`config.mk`:
```
export PLATFORM = sky130hd
export DESIGN_NAME = double_ended_queue_indexed
export DESIGN_NICKNAME = d
export VERILOG_FILES = /design/src/design/deq_pkg.sv /design/src/design/deq_ram.sv /design/src/design/deq_ctrl.sv /design/src/design/double_ended_queue_indexed.sv
export SDC_FILE = /design/constraint.sdc
export NUM_CORES = 1
export LEC_CHECK = 0
export BUFFER_PORTS_ARGS = -buffer_cell sky130_fd_sc_hd__buf_2
export CAP_MARGIN = 20
export CORE_MARGIN = 4
export CORE_UTILIZATION = 60
export DETAILED_ROUTE_END_ITERATION = 10
export GPL_ROUTABILITY_DRIVEN = 0
export PLACE_DENSITY_LB_ADDON = 0.08
export SYNTH_ARGS = -nofsm -noshare
export SYNTH_HDL_FRONTEND = slang
export SYNTH_SLANG_ARGS = --single-unit
```
`constraint.sdc`:
```
create_clock -name clk -period 9.9 [get_ports clk]
set_clock_uncertainty 0.15 [all_clocks]
set_input_delay 1.485 -clock clk [delete_from_list [all_inputs] [get_ports clk]]
set_output_delay 1.485 -clock clk [all_outputs]
set_load 0.005 [all_outputs]
```
`src/design/deq_pkg.sv`:
```
// ----------------------------------------------------------------------------
// deq_pkg
// Shared types, operation codes and status codes for the indexed deque.
// ----------------------------------------------------------------------------
`default_nettype none

package deq_pkg;

  // Default sizing
  localparam int DEPTH_DEFAULT      = 16;
  localparam int DATA_WIDTH_DEFAULT = 32;

  // Fixed field widths
  localparam int OP_W     = 3;
  localparam int POS_W    = 4;
  localparam int STATUS_W = 2;

  typedef logic [OP_W-1:0]     op_t;
  typedef logic [STATUS_W-1:0] status_t;

  // Operation codes
  localparam op_t OP_PUSH_BACK  = 3'd0;
  localparam op_t OP_PUSH_FRONT = 3'd1;
  localparam op_t OP_POP_BACK   = 3'd2;
  localparam op_t OP_POP_FRONT  = 3'd3;
  localparam op_t OP_READ_IDX   = 3'd4;
  localparam op_t OP_WRITE_IDX  = 3'd5;

  // Status codes
  localparam status_t ST_OK    = 2'd0;
  localparam status_t ST_FULL  = 2'd1;
  localparam status_t ST_EMPTY = 2'd2;
  localparam status_t ST_RANGE = 2'd3;

  // Per-transaction info carried from the control stage to the output stage
  typedef struct packed {
    logic    rd_hit;   // successful indexed read, take the memory data
    status_t status;
  } issue_t;

endpackage

`default_nettype wire

```
`src/design/deq_ram.sv`:
```
// ----------------------------------------------------------------------------
// deq_ram
// Element store: one write port, one read port, registered read data.
// ----------------------------------------------------------------------------
`default_nettype none

module deq_ram #(
  parameter int DEPTH      = deq_pkg::DEPTH_DEFAULT,
  parameter int DATA_WIDTH = deq_pkg::DATA_WIDTH_DEFAULT,
  parameter int AW         = $clog2(DEPTH)
) (
  input  wire logic                  clk,
  input  wire logic                  we,
  input  wire logic [AW-1:0]         waddr,
  input  wire logic [DATA_WIDTH-1:0] wdata,
  input  wire logic                  re,
  input  wire logic [AW-1:0]         raddr,
  output logic      [DATA_WIDTH-1:0] rdata
);

  logic [DATA_WIDTH-1:0] mem [DEPTH];

  // Write port
  always_ff @(posedge clk) begin
    if (we) begin
      mem[waddr] <= wdata;
    end
  end

  // Read port, registered read data
  always_ff @(posedge clk) begin
    if (re) begin
      rdata <= mem[raddr];
    end
  end

endmodule

`default_nettype wire

```
`src/design/deq_ctrl.sv`:
```
// ----------------------------------------------------------------------------
// deq_ctrl
// Front pointer and element count, request decode and memory addressing.
// ----------------------------------------------------------------------------
`default_nettype none

module deq_ctrl #(
  parameter int DEPTH      = deq_pkg::DEPTH_DEFAULT,
  parameter int DATA_WIDTH = deq_pkg::DATA_WIDTH_DEFAULT,
  parameter int AW         = $clog2(DEPTH),
  parameter int CW         = $clog2(DEPTH + 1)
) (
  input  wire logic                         clk,
  input  wire logic                         rst,
  input  wire logic                         accept,
  input  wire deq_pkg::op_t                 operation,
  input  wire logic [DATA_WIDTH-1:0]        data_value,
  input  wire logic [deq_pkg::POS_W-1:0]    position,
  output logic                              we,
  output logic      [AW-1:0]                waddr,
  output logic      [DATA_WIDTH-1:0]        wdata,
  output logic                              re,
  output logic      [AW-1:0]                raddr,
  output deq_pkg::issue_t                   issue,
  output logic      [CW-1:0]                count_next
);

  localparam int CMP_W = (CW > deq_pkg::POS_W) ? CW : deq_pkg::POS_W;

  logic [AW-1:0]    front;
  logic [CW-1:0]    count;
  logic [AW-1:0]    front_next;
  logic             full;
  logic             empty;
  logic             in_range;
  logic [CMP_W-1:0] pos_ext;
  logic [CMP_W-1:0] count_ext;
  logic [AW-1:0]    idx_slot;
  logic [AW-1:0]    back_slot;
  logic [AW-1:0]    front_dec;
  logic [AW-1:0]    front_inc;
  logic             wr_req;
  logic             rd_req;

  // Ring index: front plus offset, folded once into 0..DEPTH-1
  function automatic logic [AW-1:0] ring_add(input logic [AW-1:0] base,
                                             input logic [AW-1:0] off);
    logic [AW:0] sum;
    sum = {1'b0, base} + {1'b0, off};
    if (sum >= (AW+1)'(DEPTH)) begin
      sum = sum - (AW+1)'(DEPTH);
    end
    return sum[AW-1:0];
  endfunction

  assign full      = (count == CW'(DEPTH));
  assign empty     = (count == '0);
  assign pos_ext   = CMP_W'(position);
  assign count_ext = CMP_W'(count);
  assign in_range  = (pos_ext < count_ext);

  assign idx_slot  = ring_add(front, pos_ext[AW-1:0]);
  assign back_slot = ring_add(front, count[AW-1:0]);
  assign front_inc = ring_add(front, AW'(1));
  assign front_dec = (front == '0) ? AW'(DEPTH - 1) : (front - AW'(1));

  // Decode
  always_comb begin
    front_next = front;
    count_next = count;
    wr_req     = 1'b0;
    rd_req     = 1'b0;
    waddr      = back_slot;
    issue      = '{rd_hit: 1'b0, status: deq_pkg::ST_OK};
    case (operation)
      deq_pkg::OP_PUSH_BACK: begin
        if (full) begin
          issue.status = deq_pkg::ST_FULL;
        end else begin
          wr_req     = 1'b1;
          waddr      = back_slot;
          count_next = count + CW'(1);
        end
      end
      deq_pkg::OP_PUSH_FRONT: begin
        if (full) begin
          issue.status = deq_pkg::ST_FULL;
        end else begin
          wr_req     = 1'b1;
          waddr      = front_dec;
          front_next = front_dec;
          count_next = count + CW'(1);
        end
      end
      deq_pkg::OP_POP_BACK: begin
        if (empty) begin
          issue.status = deq_pkg::ST_EMPTY;
        end else begin
          count_next = count - CW'(1);
        end
      end
      deq_pkg::OP_POP_FRONT: begin
        if (empty) begin
          issue.status = deq_pkg::ST_EMPTY;
        end else begin
          front_next = front_inc;
          count_next = count - CW'(1);
        end
      end
      deq_pkg::OP_READ_IDX: begin
        if (!in_range) begin
          issue.status = deq_pkg::ST_RANGE;
        end else begin
          rd_req       = 1'b1;
          issue.rd_hit = 1'b1;
        end
      end
      deq_pkg::OP_WRITE_IDX: begin
        if (!in_range) begin
          issue.status = deq_pkg::ST_RANGE;
        end else begin
          wr_req = 1'b1;
          waddr  = idx_slot;
        end
      end
      default: begin
      end
    endcase
  end

  assign we    = accept && wr_req;
  assign re    = accept && rd_req;
  assign raddr = idx_slot;
  assign wdata = data_value;

  // Pointer and count registers
  always_ff @(posedge clk) begin
    if (rst) begin
      front <= '0;
      count <= '0;
    end else if (accept) begin
      front <= front_next;
      count <= count_next;
    end
  end

endmodule

`default_nettype wire

```
`src/design/double_ended_queue_indexed.sv`:
```
// ----------------------------------------------------------------------------
// double_ended_queue_indexed
// Bounded double-ended queue in a ring buffer with indexed read and write.
// ----------------------------------------------------------------------------
// Usage:
//   s_axis carries requests: an operation (push back/front, pop back/front,
//   read or write at a position counted from the front), a data value and a
//   position. m_axis returns exactly one result per request: the read value
//   (zero unless a read succeeds), a status code and the occupancy after the
//   request. Refused requests (push on full, pop on empty, position not below
//   the occupancy) leave the queue unchanged.
//   An accepted request goes through the issue stage, then the output register
//   that holds its result on m_axis. Throughput: one request per cycle while
//   m_axis_tready stays high; pointer and count update at the accepting edge
//   and each request makes at most one memory access, read or write.
//   Reset: rst clears the front pointer, the count and both pipeline valid
//   flags, and holds s_axis_tready low; memory contents are not cleared and
//   unwritten entries are never readable. When m_axis_tready is low the
//   result holds in the output register, one more request can sit in the
//   issue stage, and then s_axis_tready drops until the output drains.
// ----------------------------------------------------------------------------
`default_nettype none

module double_ended_queue_indexed #(
  parameter int DEPTH      = deq_pkg::DEPTH_DEFAULT,
  parameter int DATA_WIDTH = deq_pkg::DATA_WIDTH_DEFAULT,
  parameter int AW         = $clog2(DEPTH),
  parameter int CW         = $clog2(DEPTH + 1),
  parameter int IN_W       = ((deq_pkg::OP_W + DATA_WIDTH + deq_pkg::POS_W + 7) / 8) * 8,
  parameter int OUT_W      = ((DATA_WIDTH + deq_pkg::STATUS_W + CW + 7) / 8) * 8
) (
  input  wire logic             clk,
  input  wire logic             rst,
  input  wire logic             s_axis_tvalid,
  output logic                  s_axis_tready,
  // [2:0] operation, [DATA_WIDTH+2:3] data_value, next 4 bits position, zero pad
  input  wire logic [IN_W-1:0]  s_axis_tdata,
  output logic                  m_axis_tvalid,
  input  wire logic             m_axis_tready,
  // [DATA_WIDTH-1:0] read_value, next 2 bits status, next CW bits occupancy, zero pad
  output logic      [OUT_W-1:0] m_axis_tdata
);

  localparam int DATA_LO = deq_pkg::OP_W;
  localparam int POS_LO  = DATA_LO + DATA_WIDTH;
  localparam int PAD_W   = OUT_W - DATA_WIDTH - deq_pkg::STATUS_W - CW;

  logic                          accept;
  logic                          advance;
  deq_pkg::op_t                  in_op;
  logic [DATA_WIDTH-1:0]         in_data;
  logic [deq_pkg::POS_W-1:0]     in_pos;
  logic                          mem_we;
  logic [AW-1:0]                 mem_waddr;
  logic [DATA_WIDTH-1:0]         mem_wdata;
  logic                          mem_re;
  logic [AW-1:0]                 mem_raddr;
  logic [DATA_WIDTH-1:0]         mem_rdata;
  deq_pkg::issue_t               issue;
  logic [CW-1:0]                 occ_next;

  // Issue stage (memory read in flight)
  logic                          s1_valid;
  deq_pkg::issue_t               s1_info;
  logic [CW-1:0]                 s1_occ;

  // Output register
  logic [DATA_WIDTH-1:0]         out_value;
  deq_pkg::status_t              out_status;
  logic [CW-1:0]                 out_occ;

  // Field unpack
  assign in_op   = s_axis_tdata[deq_pkg::OP_W-1:0];
  assign in_data = s_axis_tdata[POS_LO-1:DATA_LO];
  assign in_pos  = s_axis_tdata[POS_LO+deq_pkg::POS_W-1:POS_LO];

  // Handshake
  assign advance       = s1_valid && (!m_axis_tvalid || m_axis_tready);
  assign s_axis_tready = !rst && (!s1_valid || advance);
  assign accept        = s_axis_tvalid && s_axis_tready;

  deq_ctrl #(
    .DEPTH      (DEPTH),
    .DATA_WIDTH (DATA_WIDTH),
    .AW         (AW),
    .CW         (CW)
  ) u_ctrl (
    .clk        (clk),
    .rst        (rst),
    .accept     (accept),
    .operation  (in_op),
    .data_value (in_data),
    .position   (in_pos),
    .we         (mem_we),
    .waddr      (mem_waddr),
    .wdata      (mem_wdata),
    .re         (mem_re),
    .raddr      (mem_raddr),
    .issue      (issue),
    .count_next (occ_next)
  );

  deq_ram #(
    .DEPTH      (DEPTH),
    .DATA_WIDTH (DATA_WIDTH),
    .AW         (AW)
  ) u_ram (
    .clk   (clk),
    .we    (mem_we),
    .waddr (mem_waddr),
    .wdata (mem_wdata),
    .re    (mem_re),
    .raddr (mem_raddr),
    .rdata (mem_rdata)
  );

  // Issue stage control
  always_ff @(posedge clk) begin
    if (rst) begin
      s1_valid <= 1'b0;
    end else if (accept) begin
      s1_valid <= 1'b1;
    end else if (advance) begin
      s1_valid <= 1'b0;
    end
  end

  // Issue stage payload
  always_ff @(posedge clk) begin
    if (accept) begin
      s1_info <= issue;
      s1_occ  <= occ_next;
    end
  end

  // Output register control
  always_ff @(posedge clk) begin
    if (rst) begin
      m_axis_tvalid <= 1'b0;
    end else if (advance) begin
      m_axis_tvalid <= 1'b1;
    end else if (m_axis_tready) begin
      m_axis_tvalid <= 1'b0;
    end
  end

  // Output register payload
  always_ff @(posedge clk) begin
    if (advance) begin
      out_value  <= s1_info.rd_hit ? mem_rdata : '0;
      out_status <= s1_info.status;
      out_occ    <= s1_occ;
    end
  end

  assign m_axis_tdata = {PAD_W'(0), out_occ, out_status, out_value};

endmodule

`default_nettype wire

```
==> results of run 1 <==
[kinds of logic (layout without fill, tap and decap cells)]
group	count (synthesis)	after routing
AO/OA/AOI/OAI	113	113
buffers and inverters	69	227
XOR/XNOR	10	10
other	1	3
multiplexers	133	133
AND/OR/NAND/NOR	213	213
adder cells (fa/ha/maj)	16	16
flip-flops	602	602
[synth_stat cells, drive strengths merged, types with 3 or more instances]
library cell / n
a211oi: 35
a21o: 5
a21oi: 11
a221oi: 3
a31oi: 38
and2: 65
and3: 3
buf: 27
clkbuf: 32
dfxtp: 11
edfxtp: 591
ha: 14
inv: 9
mux2i: 3
mux4: 128
nand2: 77
nand2b: 6
nand3: 5
nand3b: 3
nand4: 3
nor2: 17
nor2b: 6
nor3: 19
o21ai: 7
o31ai: 3
or3: 4
xnor2: 8
[sequential cells by signal, summed over array words and instances (netlist names)]
| name | flops |
|---|---|
| out_status | 2 |
| u_ram.mem | 512 |
| m_axis_tvalid | 1 |
| s1_occ | 5 |
| s1_valid | 1 |
| out_occ | 5 |
| u_ctrl.count | 5 |
| u_ram.rdata | 32 |
| u_ctrl.front | 4 |
| s1_info | 3 |
| out_value | 32 |
[cell type report]
cell class | instances | share of cell area [%]
Antenna cell | 2 | 0.01899
Inverter | 10 | 0.1424
Sequential cell | 602 | 68.16
Multi-Input combinational cell | 486 | 20.01
Clock inverter | 30 | 0.8211
Clock buffer | 74 | 5.885
Tap cell | 518 | 2.459
Timing Repair Buffer | 113 | 2.506
[placed cells by master (no fill, tap or decap), types with 4 or more instances in the layout]
master     count
clkinv_2      10
nand2b_1       6
nor3_2        14
clkbuf_16     58
o21ai_0        7
edfxtp_1     591
mux4_2       128
dfxtp_1       11
xnor2_1        6
nand2_1       77
inv_1          9
nor2_1        17
nand3_1        5
and2_1        64
buf_4         27
clkinv_1      17
a31oi_1       38
clkbuf_1      12
ha_1          13
clkbuf_8       4
a21oi_1       11
nor2b_1        5
buf_2         83
a211oi_1      35
a21o_1         5
[routing by layer]
| layer | share of wire, % | global-route usage, % | vias up |
|---|---|---|---|
| li1 | - | - | 4960 |
| met1 | 44 | 35.88 | 6058 |
| met2 | 48 | 36.61 | 381 |
| met3 | 6.0 | 3.420 | 66 |
| met4 | 1.9 | 6.077 | 0 |
| met5 | 0 | 0 | - |
[path summary, 6_finish.rpt]
check                    from         endpoint  slack [ns]  cells past startpoint
min                 s1_occ[1]       out_occ[1]        0.27                      0
max          s_axis_tdata[35]  u_ram.rdata[10]        4.74                      9
max reg2reg   u_ctrl.front[0]  u_ram.rdata[10]        5.29                      8
min reg2reg         s1_occ[1]       out_occ[1]        0.27                      0
[power by group through the flow]
| stage | Clock, mW | Sequential (mW) | Combinational (mW) |
|---|---|---|---|
| 6_report | 2.07 | 2.85 | 0.393 |
| 5_1_grt | 2.22 | 2.85 | 0.429 |
| 4_1_cts | 2.10 | 2.85 | 0.397 |
| 3_5_place_dp | 0 | 2.90 | 0.396 |
| 3_3_place_gp | 0 | 2.90 | 0.390 |
| 2_1_floorplan | 0 | 2.90 | 0.268 |
[per-stage QoR]
stage                     total power, mW  setup slack [ns]  utilization [%]  hold slack [ns]  cell area [um2]
after floorplan                     3.166             3.756                -           0.2503            23390
after global placement              3.289             3.963            63.71           0.2526            24570
after detailed placement            3.296             3.838            63.71           0.2565            24570
after CTS                           5.341             4.462            68.30           0.2703            26330
after global routing                5.495             4.520            68.36           0.2754            26360
final                               5.304             4.745            68.37           0.2716            26360
==> qor.yml, run 1 <==
outcome: "completed"
fin_crit_sh_pct: 52.07
rsz0062_at_grt: "no"
yosys-mux-area-fraction_pct: 12.55
maxCapViolCount: 0
cpPeakStageDelay_ns: 1.10
grt_usage_pct: 23.43
synthFlopType: "edfxtp_1"
fp-row-count: 72
drc: 0
path_buf_inv: 3
start_util_pct: 60.66
die_y_um: 205.4
ys_types: 52
period_minus_slack_ns: 5.155
synth_top_cell_area_share_pct: 75.88
drv_slew: 0
synth.yosys.seq_area_share_pct: 76.82
switching_share_pct: 21.39
synth-seq-cells: 602
placement.io_buffers: 83
coreArea_um2: 38560
finalSetupViolations: 0
grt_max_degree: 100
power_per_cell_area_nw_per_um2: 201.2
synth_area_per_cell_um2: 20.21
clk_path_buf_depth: 3
numCtsBuffers: 57
startpoint_type: "primary input"
critPathTopFamily: "buffers and inverters"
combinationalPowerShare_pct: 7.4
clk_pin_slew_ns: 0.07
yosys.area_share.simple_pct: 4.708
synth-edff-count: 591
synth_adder_area_share_pct: 0.9202
nNetsFinal: 1330
synth_area_um2: 23390
synth_nets: 1217
crit_type: "primary input to flop"
worst_slew_pin_slew_ns: 1.199
dp.final_hpwl_um: 23980
syn_inst: 1157
ctsHtreeMaxLevel: 2
grt_first_pass_wirelength_um: 72550
crit_arrival_ns: 5.31
grt_pass1_vias: 11580
synthTopCellsByArea: "edfxtp_1, mux4_2, and2_1"
clock_sinks: 602
multiInputGateArea_um2: 5275
cp_slowest_cell: "fa_4"
p_int_mw: 4.169
synthXorXnorAreaFrac_pct: 0.3745
fmax_mhz: 194.0
ant_nets: 0
synth_top_family_by_area: "multiplexers"
io_pins: 86
synth-compound-area-share_pct: 3.344
path_common_cell: "buf_4"
drt-total-wl_um: 47960
crit_chain: "buf_2 > ha_4 > fa_4 > buf_4 > buf_4 > mux4_2 > and2_1 > a211oi_1 > a31oi_1"
postCtsHoldBufs: 0
critPathCaptureType: "flop"
leakage_nw: 8.524
fin_cells: 1835
p_seq_share_pct: 53.7
viasPerCell: 6.248
slew_headroom_pct: 20.05
required_ns: 10.05
worst-path-max-fanout: 58
clkLatencyLatePin_ns: 0.60
dr.first_iter.drc_count: 1051
regArea_um2: 17970
pwr-share-clk_pct: 38.9
yosysTopAreaCell: "edfxtp_1"
drive_gt1_share_pct: 26.24
async_flop_share_pct: 0
fin_tns_setup_ns: 0
post_cts_buffers: 0
fillers: 2525
syn_to_final_growth_pct: 12.72
hold_viol_final: 0
cts_tree: "done"
firstDrtPassIters: 4
antenna_found_initial: 2
die_x_um: 205.4
post_drt_wl_per_cell_um: 26.14
cts_root_buf: "clkbuf_16"
die_area_um2: 42200
hp-class: "flop to flop"
post_cts_resized: 0
ys_warn_count: 0
vias: 11470
power_switching_mw: 1.134
ir_drop_mv: 0.1744
grt_overflow: 0
placedCellCount: 1727
Power figures use the tool's default switching activity.
==> run 2, diff against run 1 <==
--- a/config.mk
+++ b/config.mk
@@ -5,6 +5,7 @@
 export SDC_FILE = /design/constraint.sdc
 export NUM_CORES = 1
 export LEC_CHECK = 0
+export ABC_AREA = 1
 export BUFFER_PORTS_ARGS = -buffer_cell sky130_fd_sc_hd__buf_2
 export CAP_MARGIN = 20
 export CORE_MARGIN = 4
==> constraint.sdc (replaced) <==
create_clock -name clk -period 5.3 [get_ports clk]
set_clock_uncertainty 0.15 [all_clocks]
set_input_delay 0.795 -clock clk [delete_from_list [all_inputs] [get_ports clk]]
set_output_delay 0.795 -clock clk [all_outputs]
set_load 0.005 [all_outputs]
==> qor.yml, run 2 <==
syn_inst: 1750  # +51%
worst-path-max-fanout: 68  # +17%
die_x_um: 207.5  # +0.99%
grt_overflow: 0  # unchanged
synth_area_um2: 23870  # +2.1%
fin_crit_sh_pct: 73.31
finalSetupViolations: 0  # unchanged
power_per_cell_area_nw_per_um2: 376.4  # +87%
r2r_slack_ns: 1.41  # -3.88 ns
viasPerCell: 6.171  # -1.2%
fin_cells: 2376  # +29%
leakage_nw: 8.997  # +5.6%
dp.final_hpwl_um: 27850  # +16%
io_pins: 86  # unchanged
rr_startpoint: "u_ctrl.front[0]"
synth_top_cell_area_share_pct: 74.35  # -1.5 points
synth.yosys.seq_area_share_pct: 75.27  # -1.6 points
ir_drop_mv: 0.3052  # +75%
clk_pin_slew_ns: 0.06  # about the same
synth-seq-cells: 602  # unchanged
hold_viol_final: 0  # unchanged
clkLatencyLatePin_ns: 0.61  # about the same
startpoint_type: "flop"
fp-row-count: 72  # unchanged
outcome: "completed"
hold_depth: 0  # unchanged
cts_tree: "done"
synth_area_per_cell_um2: 13.64  # -33%
numCtsBuffers: 57  # unchanged
post_cts_resized: 0  # unchanged
die_area_um2: 43040  # +2.0%
fmax_mhz: 257.4
holdPathEnd: "out_occ[4]"
period_minus_slack_ns: 3.885
post_drt_wl_per_cell_um: 23.50  # -10%
clk_path_buf_depth: 3  # unchanged
coreArea_um2: 39010  # +1.2%
slew_headroom_pct: 22.50  # +2.4 points
final_cell_mix: "edfxtp_1, nor2_1, o21ai_0, o221ai_1, nand2_1"
r2r.worst_path.cells: 8  # unchanged
crit_arrival_ns: 4.17  # -1.14 ns
nNetsFinal: 1871  # +41%
synth_nets: 1810  # +49%
grt_first_pass_wirelength_um: 84470  # +16%
firstDrtPassIters: 5  # +1
grt_pass1_vias: 14310  # +24%
placement.io_buffers: 83  # unchanged
grt_usage_pct: 25.47  # +2.0 points
postCtsHoldBufs: 0  # unchanged
drive_gt1_share_pct: 13.24  # -13 points
drt-total-wl_um: 55830  # +16%
synthFlopType: "edfxtp_1"
top_register: "u_ram.mem"
synthTopCellsByArea: "edfxtp_1, o21ai_0, o221ai_1"
yosysTopAreaCell: "edfxtp_1"
ys_top_cells_by_count: "edfxtp_1, nor2_1, o21ai_0"
synth_most_common_cell: "edfxtp_1"
antenna_found_initial: 4  # +2
rsz0062_at_grt: "no"
worst_slew_pin_slew_ns: 1.163  # -0.03673 ns
hold_start: "s1_occ[4]"
critPathCaptureType: "flop"
crit_type: "flop to flop"
reg.largest.list: "u_ram.mem x512, out_value x32, u_ram.rdata x32"
placedCellCount: 2270  # +31%
place_area_um2: 24930  # +1.5%
post_cts_buffers: 0  # unchanged
grt_max_degree: 257  # +160%
cts_root_buf: "clkbuf_16"
syn_to_final_growth_pct: 11.84
final_common_cell: "edfxtp_1"
synth-edff-count: 591  # unchanged
ant_nets: 0  # unchanged
maxCapViolCount: 0  # unchanged
clock_sinks: 602  # unchanged
dr.first_iter.drc_count: 1529  # +45%
ys_warn_count: 0  # unchanged
ys_types: 36  # -31%
r2r-end: "u_ram.rdata[1]"
hp-class: "flop to flop"
drv_slew: 0  # unchanged
antennaDiodeCount: 0  # -2
required_ns: 5.58  # -4.47 ns
vias: 14660  # +28%
largest_reg_flops: 512  # unchanged
fin_tns_setup_ns: 0  # unchanged
start_util_pct: 61.19  # +0.53 points
ctsHtreeMaxLevel: 2  # unchanged
final_cell_area_um2: 26700  # +1.3%
die_y_um: 207.5  # +0.99%
async_flop_share_pct: 0  # unchanged
fillers: 2734  # +8.3%
drc: 0  # unchanged
==> run 2: cell count changes in the layout (fill, tap and decap cells not counted), moves of 48 or more <==
cell / delta
and2_1: -64
inv_1: +49
mux4_2: -128
nand3_1: +48
nor2_1: +256
o21ai_0: +263
o221ai_1: +131
==> run 2: worst max-delay path, stage by stage (launching register included) <==
cell	delay [ns]
dfxtp_1	0.41
ha_4	0.21
fa_4	0.78
buf_4	0.58
buf_4	0.75
o21ai_0	0.25
o221ai_1	0.27
nand2_1	0.08
o21ai_1	0.17
==> run 2: logic make-up (layout without fill, tap and decap cells) <==
group                    after synthesis  count (layout)  synth area share, %
AO/OA/AOI/OAI                        447             447                11.54
XOR/XNOR                              14              14               0.5452
adder cells (fa/ha/maj)               16              16               0.9016
buffers and inverters                184             292                3.318
flip-flops                           602             602                75.27
other                                  1               1              0.01571
AND/OR/NAND/NOR                      486             486                8.408
==> run 2: layer usage <==
layer | track usage, % | routed length, um
met5 | 0 | 54
met4 | 7.980 | 1378
met3 | 4.322 | 4223
met2 | 41.64 | 27000
met1 | 35.74 | 23180
==> run 2: area by class of cell <==
type,instances,area [um2],share of cell area (%)
Clock buffer,71,1479,5.540
Clock inverter,35,285.3,1.069
Inverter,69,265.3,0.9936
Multi-Input combinational cell,964,5293,19.83
Sequential cell,602,17970,67.30
Tap cell,518,648.1,2.428
Timing Repair Buffer,117,758.2,2.840
==> run 2: report_power, final <==
part           internal, mW  switching [mW]  total [mW]
logic                 0.250           0.611       0.862
clock network          2.21            1.66        3.87
registers              5.29          0.0226        5.31
==> run 2: how the worst max path moves through the flow <==
stage                           startpoint              to  slack (ns)
final                      u_ctrl.front[0]  u_ram.rdata[1]        1.41
after CTS                  u_ctrl.front[0]  u_ram.rdata[1]        1.45
after global routing       u_ctrl.front[0]  u_ram.rdata[2]        1.24
after floorplan           s_axis_tdata[37]  u_ram.rdata[0]        1.06
after global placement    s_axis_tdata[35]  u_ram.rdata[1]        1.04
after detailed placement  s_axis_tdata[35]  u_ram.rdata[1]        0.97
==> run 2: through the flow <==
step	hold slack [ns]	util, %	power [mW]	worst slack [ns]
after detailed placement	0.2557	63.91	6.275	0.9663
after floorplan	0.2503	-	5.974	1.057
after global routing	0.2717	68.44	10.41	1.236
final	0.2695	68.44	10.05	1.415
after CTS	0.2698	68.44	10.11	1.454
after global placement	0.2516	63.91	6.246	1.042
